`src/sv/uart_bit_receiver_fifo_defines.svh`:
```
`ifndef UART_BIT_RECEIVER_FIFO_DEFINES_SVH
`define UART_BIT_RECEIVER_FIFO_DEFINES_SVH

// same-cycle implication, sampled on clk, off during reset
`define URBF_ASSERT_IMP(label, ante, cons, msg) \
	label: assert property (@(posedge clk) disable iff (!arst_n) (ante) |-> (cons)) \
		else $error(msg);

// next-cycle implication, sampled on clk, off during reset
`define URBF_ASSERT_NXT(label, ante, cons, msg) \
	label: assert property (@(posedge clk) disable iff (!arst_n) (ante) |=> (cons)) \
		else $error(msg);

`endif

```
`src/sv/urbf_pkg.sv`:
```
package urbf_pkg;

	// receive byte store
	localparam int FIFO_DEPTH = 64;
	localparam int PTR_W = (FIFO_DEPTH > 1) ? $clog2(FIFO_DEPTH) : 1;
	localparam int FILL_W = 6;

	// command queue between receiver and byte store
	localparam int QUEUE_DEPTH = 4;
	localparam int QPTR_W = $clog2(QUEUE_DEPTH);
	localparam int QCNT_W = $clog2(QUEUE_DEPTH + 1);

	// register port
	localparam int PADDR_W = 4;
	localparam logic [1:0] REG_DATA_BITS = 2'd0;
	localparam logic [1:0] REG_STOP_BITS = 2'd1;
	localparam logic [1:0] REG_BIT_TIME = 2'd2;
	localparam logic [1:0] REG_FIRST_DELAY = 2'd3;

	localparam logic [3:0] DATA_BITS_RST = 4'd8;
	localparam logic [1:0] STOP_BITS_RST = 2'd1;
	localparam logic [15:0] BIT_TIME_RST = 16'd8333;
	localparam logic [15:0] FIRST_DELAY_RST = 16'd11110;

	typedef struct packed {
		logic [3:0] data_bits;
		logic [1:0] stop_bits;
		logic [15:0] bit_time;
		logic [15:0] first_sample_delay;
	} cfg_t;

	// one tick's work for the byte store
	typedef struct packed {
		logic pop;
		logic flush;
		logic clr;
		logic push;
		logic [7:0] push_byte;
	} cmd_t;

endpackage

```
`src/sv/urbf_in_if.sv`:
```
interface urbf_in_if;
	logic valid;
	logic ready;
	logic line_level;
	logic pop_request;
	logic flush_request;
	logic clear_overflow;

	modport source (
		output valid, line_level, pop_request, flush_request, clear_overflow,
		input ready
	);
	modport sink (
		input valid, line_level, pop_request, flush_request, clear_overflow,
		output ready
	);
endinterface

```
`src/sv/urbf_out_if.sv`:
```
interface urbf_out_if;
	logic valid;
	logic ready;
	logic [7:0] popped_byte;
	logic popped_valid;
	logic [5:0] fill_level;
	logic overflow_seen;

	modport source (
		output valid, popped_byte, popped_valid, fill_level, overflow_seen,
		input ready
	);
	modport sink (
		input valid, popped_byte, popped_valid, fill_level, overflow_seen,
		output ready
	);
endinterface

```
`src/sv/urbf_front.sv`:
```
module urbf_front (
	input logic clk,
	input logic arst_n,
	input urbf_pkg::cfg_t cfg,
	urbf_in_if.sink items,
	output logic cmd_valid,
	output urbf_pkg::cmd_t cmd,
	input logic cmd_ready
);
	import urbf_pkg::*;

	localparam logic [1:0] PH_IDLE = 2'd0;
	localparam logic [1:0] PH_DATA = 2'd1;
	localparam logic [1:0] PH_STOP = 2'd2;
	localparam logic [1:0] STOP_TWO = 2'd2;

	function automatic logic [15:0] load_value(input logic [15:0] v);
		return (v == 16'd0) ? 16'd0 : v - 16'd1;
	endfunction

	logic [1:0] phase_q, phase_d;
	logic [15:0] tick_q, tick_d;
	logic [3:0] bits_q, bits_d;
	logic [7:0] shift_q, shift_d;
	logic [3:0] nbits;
	logic [3:0] bits_inc;
	logic [7:0] shift_smp;
	logic push;
	logic accept;

	assign accept = items.valid && cmd_ready;
	assign items.ready = cmd_ready;
	assign cmd_valid = items.valid;

	always_comb begin
		if (cfg.data_bits < 4'd5) begin
			nbits = 4'd5;
		end else if (cfg.data_bits > 4'd8) begin
			nbits = 4'd8;
		end else begin
			nbits = cfg.data_bits;
		end
	end

	assign bits_inc = bits_q + 4'd1;
	// new bit enters at the top of the character, lsb first
	assign shift_smp = (shift_q >> 1) | (8'(items.line_level) << (nbits - 4'd1));

	always_comb begin
		phase_d = phase_q;
		tick_d = tick_q;
		bits_d = bits_q;
		shift_d = shift_q;
		push = 1'b0;
		unique case (phase_q)
			PH_DATA: begin
				if (tick_q != 16'd0) begin
					tick_d = tick_q - 16'd1;
				end else begin
					shift_d = shift_smp;
					bits_d = bits_inc;
					tick_d = load_value(cfg.bit_time);
					if (bits_inc >= nbits) begin
						push = 1'b1;
						phase_d = PH_STOP;
						bits_d = 4'd0;
					end
				end
			end
			PH_STOP: begin
				if (tick_q != 16'd0) begin
					tick_d = tick_q - 16'd1;
				end else begin
					bits_d = bits_inc;
					if (cfg.stop_bits == STOP_TWO && bits_inc < 4'd2) begin
						tick_d = load_value(cfg.bit_time);
					end else begin
						phase_d = PH_IDLE;
						bits_d = 4'd0;
					end
				end
			end
			default: begin
				phase_d = PH_IDLE;
				if (!items.line_level) begin
					phase_d = PH_DATA;
					tick_d = load_value(cfg.first_sample_delay);
					bits_d = 4'd0;
					shift_d = 8'd0;
				end
			end
		endcase
	end

	always_comb begin
		cmd.pop = items.pop_request;
		cmd.flush = items.flush_request;
		cmd.clr = items.clear_overflow;
		cmd.push = push;
		cmd.push_byte = shift_smp;
	end

	always_ff @(posedge clk or negedge arst_n) begin
		if (!arst_n) begin
			phase_q <= PH_IDLE;
			tick_q <= 16'd0;
			bits_q <= 4'd0;
			shift_q <= 8'd0;
		end else if (accept) begin
			phase_q <= phase_d;
			tick_q <= tick_d;
			bits_q <= bits_d;
			shift_q <= shift_d;
		end
	end

endmodule

```
`src/sv/urbf_queue.sv`:
```
module urbf_queue (
	input logic clk,
	input logic arst_n,
	input logic in_valid,
	input urbf_pkg::cmd_t in_cmd,
	output logic in_ready,
	output logic out_valid,
	output urbf_pkg::cmd_t out_cmd,
	input logic out_ready
);
	import urbf_pkg::*;

	cmd_t entry_q [QUEUE_DEPTH];
	logic [QPTR_W-1:0] wr_q;
	logic [QPTR_W-1:0] rd_q;
	logic [QCNT_W-1:0] count_q;
	logic do_push;
	logic do_pop;

	function automatic logic [QPTR_W-1:0] qinc(input logic [QPTR_W-1:0] p);
		return (p == QPTR_W'(QUEUE_DEPTH - 1)) ? '0 : p + QPTR_W'(1);
	endfunction

	assign in_ready = count_q != QCNT_W'(QUEUE_DEPTH);
	assign out_valid = count_q != '0;
	assign out_cmd = entry_q[rd_q];
	assign do_push = in_valid && in_ready;
	assign do_pop = out_valid && out_ready;

	always_ff @(posedge clk) begin
		if (do_push) begin
			entry_q[wr_q] <= in_cmd;
		end
	end

	always_ff @(posedge clk or negedge arst_n) begin
		if (!arst_n) begin
			wr_q <= '0;
			rd_q <= '0;
			count_q <= '0;
		end else begin
			if (do_push) begin
				wr_q <= qinc(wr_q);
			end
			if (do_pop) begin
				rd_q <= qinc(rd_q);
			end
			if (do_push && !do_pop) begin
				count_q <= count_q + QCNT_W'(1);
			end else if (do_pop && !do_push) begin
				count_q <= count_q - QCNT_W'(1);
			end
		end
	end

endmodule

```
`src/sv/urbf_back.sv`:
```
module urbf_back (
	input logic clk,
	input logic arst_n,
	input logic cmd_valid,
	input urbf_pkg::cmd_t cmd,
	output logic cmd_ready,
	urbf_out_if.source results
);
	import urbf_pkg::*;

	function automatic logic [PTR_W-1:0] pinc(input logic [PTR_W-1:0] p);
		return (p == PTR_W'(FIFO_DEPTH - 1)) ? '0 : p + PTR_W'(1);
	endfunction

	logic [7:0] store_q [FIFO_DEPTH];
	logic [7:0] rdata_q;
	logic [PTR_W-1:0] wp_q, rp_q;
	logic ovf_q;
	logic res_valid_q;
	logic pop_ok_s1;
	logic [FILL_W-1:0] fill_s1;
	logic ovf_s1;

	logic take;
	logic pop_ok;
	logic [PTR_W:0] diff;
	logic [PTR_W-1:0] fill;
	logic [PTR_W-1:0] wp1, rp1, wp_next, wp_d;
	logic ovf_d;
	logic wr_en;

	assign cmd_ready = !res_valid_q || results.ready;
	assign take = cmd_valid && cmd_ready;

	always_comb begin
		diff = (PTR_W + 1)'(wp_q) - (PTR_W + 1)'(rp_q);
		if (wp_q < rp_q) begin
			diff = diff + (PTR_W + 1)'(FIFO_DEPTH);
		end
		fill = diff[PTR_W-1:0];
	end

	// order within a tick: pop, flush, clear, then the receiver's byte
	always_comb begin
		pop_ok = cmd.pop && (wp_q != rp_q);
		rp1 = pop_ok ? pinc(rp_q) : rp_q;
		wp1 = wp_q;
		if (cmd.flush) begin
			rp1 = '0;
			wp1 = '0;
		end
		ovf_d = cmd.clr ? 1'b0 : ovf_q;
		wp_next = pinc(wp1);
		wr_en = 1'b0;
		wp_d = wp1;
		if (cmd.push) begin
			if (wp_next != rp1) begin
				wr_en = 1'b1;
				wp_d = wp_next;
			end else begin
				ovf_d = 1'b1;
			end
		end
	end

	// read before write: a pop sees the old entry
	always_ff @(posedge clk) begin
		if (take) begin
			rdata_q <= store_q[rp_q];
			if (wr_en) begin
				store_q[wp1] <= cmd.push_byte;
			end
		end
	end

	always_ff @(posedge clk) begin
		if (take) begin
			pop_ok_s1 <= pop_ok;
			fill_s1 <= FILL_W'(fill);
			ovf_s1 <= ovf_q;
		end
	end

	always_ff @(posedge clk or negedge arst_n) begin
		if (!arst_n) begin
			wp_q <= '0;
			rp_q <= '0;
			ovf_q <= 1'b0;
			res_valid_q <= 1'b0;
		end else begin
			if (take) begin
				wp_q <= wp_d;
				rp_q <= rp1;
				ovf_q <= ovf_d;
				res_valid_q <= 1'b1;
			end else if (results.ready) begin
				res_valid_q <= 1'b0;
			end
		end
	end

	assign results.valid = res_valid_q;
	assign results.popped_byte = pop_ok_s1 ? rdata_q : 8'd0;
	assign results.popped_valid = pop_ok_s1;
	assign results.fill_level = fill_s1;
	assign results.overflow_seen = ovf_s1;

endmodule

```
`src/sv/uart_bit_receiver_fifo.sv`:
```
// UART receiver with a receive byte FIFO. Each transaction on items is one clock tick of the
// sampled receive line together with pop, flush and overflow-clear requests; each one yields
// exactly one transaction on results. One transaction is taken every cycle while the queue
// has room: the receiver updates its bit timer in the cycle the tick is taken, and the byte
// store handles one queued tick per cycle while results are taken, through its single
// registered read port. A four-entry queue between receiver and byte store lets the input
// keep flowing while results stall. Registers (APB, byte addresses): 0x0 data_bits, 0x4
// stop_bits, 0x8 bit_time, 0xC first_sample_delay.
`include "uart_bit_receiver_fifo_defines.svh"

module uart_bit_receiver_fifo (
	input logic clk,
	input logic arst_n,
	urbf_in_if.sink items,
	urbf_out_if.source results,
	input logic psel,
	input logic penable,
	input logic pwrite,
	input logic [urbf_pkg::PADDR_W-1:0] paddr,
	input logic [31:0] pwdata,
	output logic [31:0] prdata,
	output logic pready
);
	import urbf_pkg::*;

	cfg_t cfg_q;
	logic cfg_wr;
	logic [1:0] reg_sel;

	logic cmd_valid;
	cmd_t cmd;
	logic cmd_ready;
	logic q_valid;
	cmd_t q_cmd;
	logic q_ready;

	assign pready = 1'b1;
	assign reg_sel = paddr[3:2];
	assign cfg_wr = psel && penable && pwrite && pready;

	always_ff @(posedge clk or negedge arst_n) begin
		if (!arst_n) begin
			cfg_q.data_bits <= DATA_BITS_RST;
			cfg_q.stop_bits <= STOP_BITS_RST;
			cfg_q.bit_time <= BIT_TIME_RST;
			cfg_q.first_sample_delay <= FIRST_DELAY_RST;
		end else if (cfg_wr) begin
			unique case (reg_sel)
				REG_DATA_BITS: cfg_q.data_bits <= pwdata[3:0];
				REG_STOP_BITS: cfg_q.stop_bits <= pwdata[1:0];
				REG_BIT_TIME: cfg_q.bit_time <= pwdata[15:0];
				REG_FIRST_DELAY: cfg_q.first_sample_delay <= pwdata[15:0];
				default: ;
			endcase
		end
	end

	always_comb begin
		unique case (reg_sel)
			REG_DATA_BITS: prdata = 32'(cfg_q.data_bits);
			REG_STOP_BITS: prdata = 32'(cfg_q.stop_bits);
			REG_BIT_TIME: prdata = 32'(cfg_q.bit_time);
			REG_FIRST_DELAY: prdata = 32'(cfg_q.first_sample_delay);
			default: prdata = 32'd0;
		endcase
	end

	urbf_front u_front (
		.clk(clk),
		.arst_n(arst_n),
		.cfg(cfg_q),
		.items(items),
		.cmd_valid(cmd_valid),
		.cmd(cmd),
		.cmd_ready(cmd_ready)
	);

	urbf_queue u_queue (
		.clk(clk),
		.arst_n(arst_n),
		.in_valid(cmd_valid),
		.in_cmd(cmd),
		.in_ready(cmd_ready),
		.out_valid(q_valid),
		.out_cmd(q_cmd),
		.out_ready(q_ready)
	);

	urbf_back u_back (
		.clk(clk),
		.arst_n(arst_n),
		.cmd_valid(q_valid),
		.cmd(q_cmd),
		.cmd_ready(q_ready),
		.results(results)
	);

	`URBF_ASSERT_IMP(a_pop_needs_data, results.valid && results.popped_valid, results.fill_level != 6'd0, "pop reported on an empty fifo")
	`URBF_ASSERT_IMP(a_empty_pop_zero, results.valid && !results.popped_valid, results.popped_byte == 8'd0, "failed pop carries a nonzero byte")
	`URBF_ASSERT_IMP(a_full_queue_valid, !cmd_ready, q_valid, "queue full but offers nothing")
	`URBF_ASSERT_NXT(a_push_lands, cmd_valid && cmd_ready, q_valid, "queued transaction vanished")

endmodule

```
`src/flat_wrapper.sv`:
```
// flat-port wrapper written by rule: the top's interface ports become plain ports
module uart_bit_receiver_fifo_flat import urbf_pkg::*;
  (clk, arst_n, psel, penable, pwrite, paddr, pwdata, prdata, pready, items_valid, items_line_level, items_pop_request, items_flush_request, items_clear_overflow, items_ready, results_valid, results_popped_byte, results_popped_valid, results_fill_level, results_overflow_seen, results_ready);
  urbf_in_if items_i ();
  urbf_out_if results_i ();
  input logic clk;
  input logic arst_n;
  input logic psel;
  input logic penable;
  input logic pwrite;
  input logic [urbf_pkg::PADDR_W-1:0] paddr;
  input logic [31:0] pwdata;
  output logic [31:0] prdata;
  output logic pready;
  input wire logic [$bits(items_i.valid)-1:0] items_valid;
  input wire logic [$bits(items_i.line_level)-1:0] items_line_level;
  input wire logic [$bits(items_i.pop_request)-1:0] items_pop_request;
  input wire logic [$bits(items_i.flush_request)-1:0] items_flush_request;
  input wire logic [$bits(items_i.clear_overflow)-1:0] items_clear_overflow;
  output wire logic [$bits(items_i.ready)-1:0] items_ready;
  output wire logic [$bits(results_i.valid)-1:0] results_valid;
  output wire logic [$bits(results_i.popped_byte)-1:0] results_popped_byte;
  output wire logic [$bits(results_i.popped_valid)-1:0] results_popped_valid;
  output wire logic [$bits(results_i.fill_level)-1:0] results_fill_level;
  output wire logic [$bits(results_i.overflow_seen)-1:0] results_overflow_seen;
  input wire logic [$bits(results_i.ready)-1:0] results_ready;
  assign items_i.valid = items_valid;
  assign items_i.line_level = items_line_level;
  assign items_i.pop_request = items_pop_request;
  assign items_i.flush_request = items_flush_request;
  assign items_i.clear_overflow = items_clear_overflow;
  assign items_ready = items_i.ready;
  assign results_valid = results_i.valid;
  assign results_popped_byte = results_i.popped_byte;
  assign results_popped_valid = results_i.popped_valid;
  assign results_fill_level = results_i.fill_level;
  assign results_overflow_seen = results_i.overflow_seen;
  assign results_i.ready = results_ready;
  uart_bit_receiver_fifo u_core (.clk(clk), .arst_n(arst_n), .items(items_i), .results(results_i), .psel(psel), .penable(penable), .pwrite(pwrite), .paddr(paddr), .pwdata(pwdata), .prdata(prdata), .pready(pready));
endmodule
```
`config.mk`:
```
export PLATFORM = sky130hd
export DESIGN_NAME = uart_bit_receiver_fifo_flat
export DESIGN_NICKNAME = d
export VERILOG_FILES = /design/src/sv/urbf_pkg.sv /design/src/sv/urbf_in_if.sv /design/src/sv/urbf_out_if.sv /design/src/sv/urbf_front.sv /design/src/sv/urbf_queue.sv /design/src/sv/urbf_back.sv /design/src/sv/uart_bit_receiver_fifo.sv /design/src/flat_wrapper.sv
export VERILOG_INCLUDE_DIRS = /design/src /design/src/sv
export SDC_FILE = /design/constraint.sdc
export NUM_CORES = 1
export LEC_CHECK = 0
export ABC_CLOCK_PERIOD_IN_PS = 5900
export BUFFER_PORTS_ARGS = -buffer_cell sky130_fd_sc_hd__buf_2
export CAP_MARGIN = 20
export CORE_ASPECT_RATIO = 0.5
export CORE_MARGIN = 2
export CORE_UTILIZATION = 55
export CTS_CLUSTER_SIZE = 24
export DETAILED_ROUTE_END_ITERATION = 10
export PLACE_DENSITY = 0.69
export SYNTH_ARGS = -nofsm -noshare
export SYNTH_HDL_FRONTEND = slang
export SYNTH_SLANG_ARGS = --single-unit
```
`constraint.sdc`:
```
create_clock -name clk -period 5.9 [get_ports clk]
set_input_delay 1.18 -clock clk [delete_from_list [all_inputs] [get_ports clk]]
set_output_delay 1.18 -clock clk [all_outputs]
set_load 0.02 [all_outputs]
```
* Yosys cells after proc, flatten, opt, wreduce, memory -nomap -nowiden *
Memory sizes are Yosys's and may differ from the RTL's. A register that Yosys moved wholly into a read port is not among the register bits.
Index checks and enable logic that the tools add are counted.

storage, ports and cells
  memory bits (writable) = 560
  word-level logic and storage cells = 141
  output and inout port bits = 51
  register bits = 97
  ROM bits = 0
  input bits = 47
  latch bits = 0
  memories = 2

memories
  name                    words  bits a word  read ports  clocked after memory_dff  wr ports  RTL line          RTL
  u_core.u_back.store_q   64     8            1           1                         1         urbf_back.sv:15   logic [7:0] store_q [FIFO_DEPTH];
  u_core.u_queue.entry_q  4      12           1           0                         1         urbf_queue.sv:13  cmd_t entry_q [QUEUE_DEPTH];

operators by class
  magnitude comparators = 5
  multipliers = 0
  eq/ne operators = 20
  reduce and logical (&&, ||, !) cells = 27
  muxes and demuxes = 53
  $add $sub $neg = 13
  bitwise gates (word level) = 2
  shift operators = 1
  divide/modulo/power cells = 0

operators with widths
  kind                   number
  $pmux 32 s4            1
  $mux 16                6
  $mux 6                 8
  $sub 16x1->16 const B  3
  $logic_not 16->1       2
  $pmux 16 s2            1
  $mux 4                 7
  $mux 8                 3
  $add 6x1->6 const B    3
  $mux 1                 16
  $pmux 8 s2             1
  $reduce_bool 16->1     1
  $eq 2x2->1 const B     6
  $eq 6x6->1 const B     2
  $mux 2                 6
  $ne 6x6->1             2
  $logic_and 1x1->1      8
  $ne 2x2->1 const B     4
  $or 7x8->8             1
  $pmux 4 s2             1
  $reduce_and 2->1       4
  $reduce_and 4->1       2
  $shl 1x4->8            1
  $lt 6x6->1             1
  other kinds (24)       31

* Depth between registers and ports, before layout *
Gate-level depths: netlist of the first run.

  word-level depth = 10
  depth in mapped cells = 16
  depth with buffers taken out = 12

* Modules after synthesis *
Synthesis of the first run repeated with hierarchy kept, for this count alone.

unflattened totals
  cells, all modules = 1640
  area, all modules = 28735.1 um^2

modules (own cells, without submodules)
  module                  times used  sequential area each (um^2)  cells an instance  area each (um^2)
  urbf_back               1           16205.5                      1055               21843.4
  urbf_front              1           725.7                        348                2747.6
  urbf_queue              1           1616.6                       99                 2173.3
  uart_bit_receiver_fifo  1           969.7                        138                1970.6

* Worst setup path before layout of the first run *
OpenSTA, ideal clock, no wires.

  path kind = register -> register
  start = register u_core.u_back.rp_q[1]
  end = memory u_core.u_back.store_q[43][0], enable pin
  data arrival time = 3886 ps
  data required time = 5505 ps
  period minus slack after synthesis = 4280 ps
  path buffers = 6
  cell stages (with the launch flop) = 16
  setup time = 395 ps
  path slack = 1620 ps
  path through = dfrtp_1 clkbuf_1 clkbuf_1 clkbuf_1 inv_1 ha_1 nand4_1 o31ai_4 or3_1 a21oi_1 xor2_1 o211a_1 buf_6 buf_6 buf_4 nor4_1

on the way
  cells in the longest elaborated chain, start to end = 10
  elaborated cells on any way between the ends = 13
  classes of those cells = add/sub: 1; eq/ne: 3; mux: 8; reduce/logical: 1

RTL lines
  item                                                RTL line                          RTL
  start, declared                                     urbf_back.sv:17                   logic [PTR_W-1:0] wp_q, rp_q;
  start signal, assigned                              urbf_back.sv:93                   rp_q <= rp1;
  $add 6x1->6, or another cell as far along           urbf_back.sv:12                   return (p == PTR_W'(FIFO_DEPTH - 1)) ? '0 : p + PTR_W'(1);
  $mux 6 / $logic_and 1x1->1 (equally long branches)  urbf_back.sv:12, urbf_back.sv:45
  $mux 6 *                                            urbf_back.sv:46                   rp1 = pop_ok ? pinc(rp_q) : rp_q;
  $mux 6 *                                            urbf_back.sv:48                   if (cmd.flush) begin
  $ne 6x6->1 *                                        urbf_back.sv:57                   if (wp_next != rp1) begin
  $mux 1 *                                            urbf_back.sv:57
  $mux 1 *                                            urbf_back.sv:56                   if (cmd.push) begin
  $mux 1 *                                            urbf_back.sv:70                   if (wr_en) begin
  $mux 1 *                                            urbf_back.sv:68                   if (take) begin
  $mux 1 (implied by the code) *                      urbf_back.sv:71                   store_q[wp1] <= cmd.push_byte;
  end, declared                                       urbf_back.sv:15

Every way passes the cells marked *; elsewhere a longest branch is shown, timed or not.

* Worst setup path after layout of the first run *
  start = register u_core.u_queue.rd_q[1]
  end = memory u_core.u_back.store_q[8][1], enable pin

on the way
  cells in the longest elaborated chain, start to end = 10
  elaborated cells on any way between the ends = 14
  classes of those cells = add/sub: 1; eq/ne: 2; mux: 9; reduce/logical: 1; memory: 1

RTL lines
  item                                                RTL line                          RTL
  start, declared                                     urbf_queue.sv:15                  logic [QPTR_W-1:0] rd_q;
  start signal, assigned                              urbf_queue.sv:46                  rd_q <= qinc(rd_q);
  $mem_v2 4x12 *                                      -
  $mux 6 / $logic_and 1x1->1 (equally long branches)  urbf_back.sv:48, urbf_back.sv:45
  $add 6x1->6, or another cell as far along           urbf_back.sv:12
  $mux 6 (on tied branches)                           urbf_back.sv:12, urbf_back.sv:48
  $ne 6x6->1                                          urbf_back.sv:57
  $mux 1                                              urbf_back.sv:57
  $mux 1                                              urbf_back.sv:56
  $mux 1                                              urbf_back.sv:70
  $mux 1                                              urbf_back.sv:68
  $mux 1 (implied by the code)                        urbf_back.sv:71

Marked as above.

==> results of run 1 <==
[sequential cells by signal, indices dropped and copies added, names as in the netlist, 2 cells and up]
name	flops
u_core.u_queue.entry_q	48
u_core.u_front.bits_q	4
u_core.cfg_q	38
u_core.u_back.rp_q	6
u_core.u_queue.count_q	3
u_core.u_back.wp_q	6
u_core.u_front.tick_q	16
u_core.u_back.rdata_q	8
u_core.u_back.results.fill_level	6
u_core.u_queue.rd_q	2
u_core.u_queue.wr_q	2
u_core.u_front.shift_q	7
u_core.u_front.phase_q	2
u_core.u_back.store_q	512
[cell usage after synthesis (3+ instances only)]
master and instances:
nand3_1 31, a22o_1 3, o21ai_0 48, edfxtp_1 576, and3_1 9, nand2b_1 4, o22ai_1 14, dfstp_2 15
mux2_2 37, buf_4 18, nor3_1 38, buf_6 5, nand3b_1 5, a21oi_1 29, or3_1 9, mux2i_1 21
buf_2 10, ha_1 25, a21o_1 9, buf_1 15, inv_1 36, or4_4 3, and2_1 10, nand2_1 76
mux4_2 181, dfrtp_1 73, nor2_1 92, o31ai_1 3, or4_1 11, clkbuf_1 51, nand4_1 4, xnor2_1 37
nor2b_1 19, xor2_1 21, nor4_1 16
[worst max-delay path: cells and delay by family, from the launching register on]
family	cells	cell delay, ps
AOI/OAI and AO/OA	3	690
xor gates and xnor gates	1	180
muxes	2	530
DFF	1	400
and+or+nand+nor	4	2150
adders and majority gates	1	320
[metrics by stage]
step,hold slack (ps),total power (uW),instances,utilization
final,462.2,14230,2420,0.6190
after global routing,478.7,14850,2420,0.6190
after floorplan,425.3,9250,1608,-
after detailed placement,453.1,10650,2315,0.5823
after CTS,463.1,14290,2417,0.6181
after global placement,437.7,10440,2315,0.5823
[final cells by class]
class	instances	area [um^2]
Inverter	39	151.4
Clock inverter	23	251.5
Timing Repair Buffer	120	785.8
Sequential cell	664	19530
Fill cell	3537	19220
Clock buffer	79	1550
Tap cell	690	863.3
Multi-Input combinational cell	805	8093
[per-layer routing]
layer	wire length [um]	share of wire	up-vias
met3	4768	0.079	63
met2	29150	0.48	585
met4	762	0.013	0
met5	0	0	-
met1	25730	0.43	7701
li1	-	-	6471
[worst max path at each step]
stage / end / slack (ps) / cells past startpoint
after detailed placement: u_core.u_back.store_q[8][0]$_DFFE_PP_ / 1340 / 11
final: u_core.u_back.store_q[8][1]$_DFFE_PP_ / 1260 / 11
after global placement: u_core.u_back.store_q[44][1]$_DFFE_PP_ / 1450 / 13
after CTS: u_core.u_back.store_q[0][0]$_DFFE_PP_ / 1330 / 11
after global routing: u_core.u_back.store_q[29][1]$_DFFE_PP_ / 890 / 13
after floorplan: u_core.u_back.store_q[43][0]$_DFFE_PP_ / 1620 / 15
[cell families (layout without fill, tap and decap cells)]
kind of cell / count (synthesis) / in the layout / synth area share
AOI/OAI and AO/OA: 130 / 130 / 0.02908
xor gates and xnor gates: 58 / 58 / 0.01802
adders and majority gates: 27 / 27 / 0.01252
buffers and inverters: 139 / 261 / 0.02291
DFF: 664 / 664 / 0.6925
muxes: 239 / 239 / 0.1669
other: 2 / 17 / 0.0002665
and+or+nand+nor: 334 / 334 / 0.05784
[where the power goes]
group / total, uW / internal [uW] / switching [uW]
Combinational: 4000 / 1430 / 2570
Sequential: 6570 / 6280 / 292
Clock: 3660 / 2020 / 1640
==> flow_summary_export.csv, run 1 <==
group,metric,value,unit
power_and_ir_drop,power.density,455.6,nW/um^2
die,die_w,324.1,um
timing,setup_viol,0,
die,dieArea,53180,um^2
layout,drive_above_1_share,0.2590,
min_path,hp-class,"reg -> reg",
die,boundaryPins,98,
layout,area_growth,10.77,%
route,wl_per_cell,24.96,um
synthesis,async_flop_share,0.1325,
layout,layout_common_cells,"edfxtp_1 (576), mux4_2 (181), nor2_1 (92)",
synthesis,synth.distinct_cells,64,
flow_run,drv_cap,0,
timing,fin_ws,1259,ps
min_path,hold_end,"u_core.u_back.results.overflow_seen$_DFFE_PP_",
die,dieHeight,164.1,um
synthesis,syn_inst,1593,
global_routing,overflow,0,
power_and_ir_drop,p_leak,0.01032,uW
route,drc,0,
place,hpwl,38.15,mm
die,core,50440,um^2
route,postRouteAntennaNets,0,
setup_path,r2r_cells,11,
synthesis,synth_warnings,0,
setup_path,crit_start,"u_core.u_queue.rd_q[1]$_DFFE_PN0P_",
synthesis,synthFlopType,"edfxtp_1",
clock_network,cts-root-buf,"clkbuf_16",
synthesis,yosysTopAreaCellShare,0.6137,
clock_network,path_clk_slew,70,ps
global_routing,met1_usage,0.3422,
setup_path,worst_setup_path_end_kind,"flip-flop",
global_routing,antenna_found_initial,0,
timing,tns,0,ps
timing,period_share,0.7866,
timing,relSlewSlack,0.2764,
clock_network,ctsResizeCount,0,
global_routing,grt_pass1_wl,92.78,mm
route,vias_per_cell,6.124,
status,status,"completed",
timing,fin_crit,4641,ps
global_routing,grt_usage,0.2349,
synthesis,synth-edff-count,576,
setup_path,r2r_setup_slack,1260,ps
setup_path,crit_chain,"mux2i_1 > mux2i_1 > nor2_1 > ha_1 > nand3_1 > o31ai_1 > xor2_1 > a2111oi_1 > o211a_1 > or4_1 > nor2_1",
synthesis,syn_area,28180,um^2
global_routing,grt_max_degree,97,
setup_path,path_class,"reg -> reg",
global_routing,grt_pass1_vias,15036,
setup_path,r2r_end,"u_core.u_back.store_q[8][1]$_DFFE_PP_",
clock_network,insertion_delay,610,ps
setup_path,arrival,4880,ps
synthesis,synth.yosys.seq_area_share,0.6925,
place,dpl_cell_area,29370,um^2
route,drtPass1Iterations,5,
setup_path,worstPathMaxFanout,9,
setup_path,startpoint_type,"flip-flop",
route,detail_route.iter0.violations,1618,
setup_path,reg2reg_from,"u_core.u_queue.rd_q[1]$_DFFE_PN0P_",
place,post-place-ws,1336,ps
min_path,worstHoldPathCells,0,
setup_path,crit_path_max_incr_delay,840,ps
global_routing,use_met2,0.3808,
layout,final_common_cell,"edfxtp_1",
global_routing,gr-usage-met3,0.04673,
synthesis,synth_area_leaders,"edfxtp_1 (61%), mux4_2 (14%), dfrtp_1 (6.5%)",
place,place.port_buffers,62,
synthesis,synth_area_per_cell,17.69,um^2
timing,fmax,215.5,MHz
global_routing,grt_busiest_layer,"met2",
synthesis,ys_ff_latch,664,
route,wirelength,60.41,mm
place,place_congestion,0.8229,
timing,skew,21.96,ps
power_and_ir_drop,ir_drop,0.0002751,V
layout,finalNetCount,1761,
layout,diodes,0,
clock_network,htree_levels,2,
timing,tightest_slew,1076,ps
clock_network,postCtsSetupBuffers,0,
clock_network,cts_buffers,57,
clock_network,clk_path_buf_depth,3,
layout,final_area,31220,um^2
setup_path,cpMaxStageDelayCell,"or4_1",
setup_path,cp.required,6140,ps
clock_network,cts_sinks,664,
timing,hold_viol,0,
clock_network,hold_buffers,0,
timing,rsz0062_at_grt,"false",
clock_network,tritoncts,"built",
timing,maxSlewViolCount,0,
synthesis,synth_largest_area_cell,"edfxtp_1",
die,placementRows,58,
min_path,hold_start,"u_core.u_back.ovf_q$_DFFE_PN0P_",
route,vias,14820,
die,initial_core_util,0.5588,
Power figures use the tool's default switching activity.
==> run 2: changes to the inputs <==
--- a/config.mk
+++ b/config.mk
@@ -6,7 +6,7 @@
 export SDC_FILE = /design/constraint.sdc
 export NUM_CORES = 1
 export LEC_CHECK = 0
-export ABC_CLOCK_PERIOD_IN_PS = 5900
+export ABC_CLOCK_PERIOD_IN_PS = 4530
 export BUFFER_PORTS_ARGS = -buffer_cell sky130_fd_sc_hd__buf_2
 export CAP_MARGIN = 20
 export CORE_ASPECT_RATIO = 0.5
==> constraint.sdc (replaced) <==
create_clock -name clk -period 4.53 [get_ports clk]
set_input_delay 0.906 -clock clk [delete_from_list [all_inputs] [get_ports clk]]
set_output_delay 0.906 -clock clk [all_outputs]
set_load 0.02 [all_outputs]
==> flow_summary_export.csv, run 2 (same netlist as run 1, synthesis figures left out) <==
group,metric,value,unit
global_routing,met1_usage,0.3186,
route,postRouteAntennaNets,0,
place,hpwl,37.31,mm
setup_path,arrival,4470,ps
timing,skew,27.74,ps
global_routing,antenna_found_initial,0,
power_and_ir_drop,pwr-share-clk,0.259,
layout,fillers,3500,
layout,area_growth,11.68,%
global_routing,grt_usage,0.2335,
power_and_ir_drop,ir_drop,0.0005153,V
layout,finalNetCount,1780,
setup_path,cp.required,4770,ps
clock_network,path_clk_slew,70,ps
setup_path,crit_start,"u_core.u_queue.rd_q[1]$_DFFE_PN0P_",
power_and_ir_drop,combPwrFrac,0.282,
route,drtPass1Iterations,5,
power_and_ir_drop,intPower,12760,uW
setup_path,r2r_end,"u_core.u_back.store_q[29][5]$_DFFE_PP_",
power_and_ir_drop,power.density,591.5,nW/um^2
power_and_ir_drop,p_leak,0.01046,uW
clock_network,cts-root-buf,"clkbuf_16",
global_routing,grt_pass1_wl,92.20,mm
global_routing,grt_pass1_vias,15336,
timing,fmax,236.4,MHz
die,placementRows,58,
layout,final-seq-area,19530,um^2
power_and_ir_drop,switchingPower,5864,uW
timing,fin_crit,4230,ps
setup_path,startpoint_type,"flip-flop",
clock_network,cts_buffers,57,
layout,largest_register,"u_core.u_back.store_q",
place,place_congestion,0.8434,
setup_path,path_class,"reg -> reg",
route,vias,14808,
die,core,50440,um^2
global_routing,overflow,0,
route,drc,0,
route,detail_route.iter0.violations,1515,
clock_network,hold_buffers,0,
timing,rsz0062_at_grt,"false",
layout,largest_reg_flops,512,
die,die_w,324.1,um
layout,final_common_cell,"edfxtp_1",
die,dieHeight,164.1,um
timing,tns,0,ps
power_and_ir_drop,p_sw_frac,0.3149,
timing,tightest_slew,1099,ps
die,dieArea,53180,um^2
global_routing,gr-usage-met3,0.05536,
clock_network,insertion_delay,610,ps
route,vias_per_cell,6.061,
setup_path,reg2reg_from,"u_core.u_queue.rd_q[1]$_DFFE_PN0P_",
global_routing,grt_busiest_layer,"met2",
clock_network,cts_sinks,664,
min_path,hp-class,"in -> async",
layout,layout_common_cells,"edfxtp_1 (576), mux4_2 (181), nor2_1 (86)",
flow_run,drv_cap,0,
layout,multi_input_area,8119,um^2
setup_path,worst_setup_path_end_kind,"flip-flop",
die,boundaryPins,98,
layout,top_regs,"u_core.u_back.store_q (512), u_core.u_queue.entry_q (48), u_core.cfg_q (38)",
clock_network,clk_path_buf_depth,3,
timing,period_share,0.9338,
global_routing,use_met2,0.3868,
layout,drive_above_1_share,0.2738,
timing,maxSlewViolCount,0,
timing,hold_viol,0,
die,initial_core_util,0.5588,
setup_path,worstPathMaxFanout,8,
power_and_ir_drop,power_frac_seq,0.458,
layout,diodes,0,
route,wl_per_cell,24.59,um
setup_path,endpoint,"u_core.u_back.store_q[29][5]$_DFFE_PP_",
global_routing,grt_max_degree,132,
setup_path,r2r_setup_slack,300,ps
setup_path,r2r_cells,11,
status,status,"completed",
place,place.port_buffers,62,
timing,setup_viol,0,
route,wirelength,60.07,mm
clock_network,htree_levels,2,
layout,final_util,0.6241,
timing,relSlewSlack,0.2609,
clock_network,tritoncts,"built",
run 2: cell count changes in the layout (fill, tap and decap cells not counted), sizes merged:
cell	before	now
buf	119	138
bufinv	4	5
clkbuf	80	69
clkinv	16	28
clkinvlp	2	5
inv	40	39
run 2: how the worst min path moves through the flow:
| stage | start | endpoint | slack (ps) |
|---|---|---|---|
| floorplan | u_core.u_back.ovf_q$_DFFE_PN0P_ | u_core.u_back.results.overflow_seen$_DFFE_PP_ | 430 |
| global placement | u_core.u_back.ovf_q$_DFFE_PN0P_ | u_core.u_back.results.overflow_seen$_DFFE_PP_ | 450 |
| detailed placement | u_core.u_back.ovf_q$_DFFE_PN0P_ | u_core.u_back.results.overflow_seen$_DFFE_PP_ | 450 |
| CTS | u_core.u_back.ovf_q$_DFFE_PN0P_ | u_core.u_back.results.overflow_seen$_DFFE_PP_ | 470 |
| global route | arst_n | u_core.u_front.bits_q[2]$_DFFE_PN0P_ | 250 |
| finish | arst_n | u_core.u_front.bits_q[3]$_DFFE_PN0P_ | 240 |
run 2: timing repair:
item                                   4_1_cts  5_1_grt
endpoints found under the hold margin        0        0
setup buffers                                0        1
setup endpoints to repair                    0       94
gates resized for setup                      0        9
run 2: area by class of cell:
type | count | share of cell area
Clock inverter | 38 | 0.01057
Clock buffer | 68 | 0.04730
Timing Repair Buffer | 139 | 0.03168
Multi-Input combinational cell | 805 | 0.2579
Inverter | 39 | 0.004810
Tap cell | 690 | 0.02743
Sequential cell | 664 | 0.6203
run 2: stage by stage:
stage	setup WS, ps	instances	total power, uW	cell area, um^2	hold WS, ps
final	300.0	2443	18620	31480	241.3
after global routing	6.390	2443	19440	31480	252.5
after CTS	278.8	2433	18580	31280	473.8
after floorplan	249.5	1608	12050	28240	425.3
after global placement	444.7	2323	13540	29430	446.5
after detailed placement	268.2	2327	13780	29460	452.3
run 2: power by group through the flow:
stage / registers (uW) / clock network, uW / logic [uW]
finish: 8530 / 4830 / 5260
global route: 8580 / 5160 / 5700
CTS: 8570 / 4880 / 5120
detailed placement: 8690 / 0 / 5090
global placement: 8640 / 0 / 4890
floorplan: 8550 / 0 / 3500
run 2: layer usage:
layer	vias to the layer above	part of all wire	routed length (um)
met5	-	0	0
met2	565	0.49	29430
met3	103	0.083	4959
li1	6500	-	-
met1	7640	0.40	24290
met4	0	0.023	1391
run 2: worst max-delay path: stages (launching register included):
cell and delay (ps):
dfrtp_1 470, mux2i_1 290, mux2i_1 200, nor2_1 220, ha_1 210, nand3_1 200, o31ai_1 460, xor2_1 190
a2111oi_1 70, o211a_1 200, or4_4 640, nor2_1 710
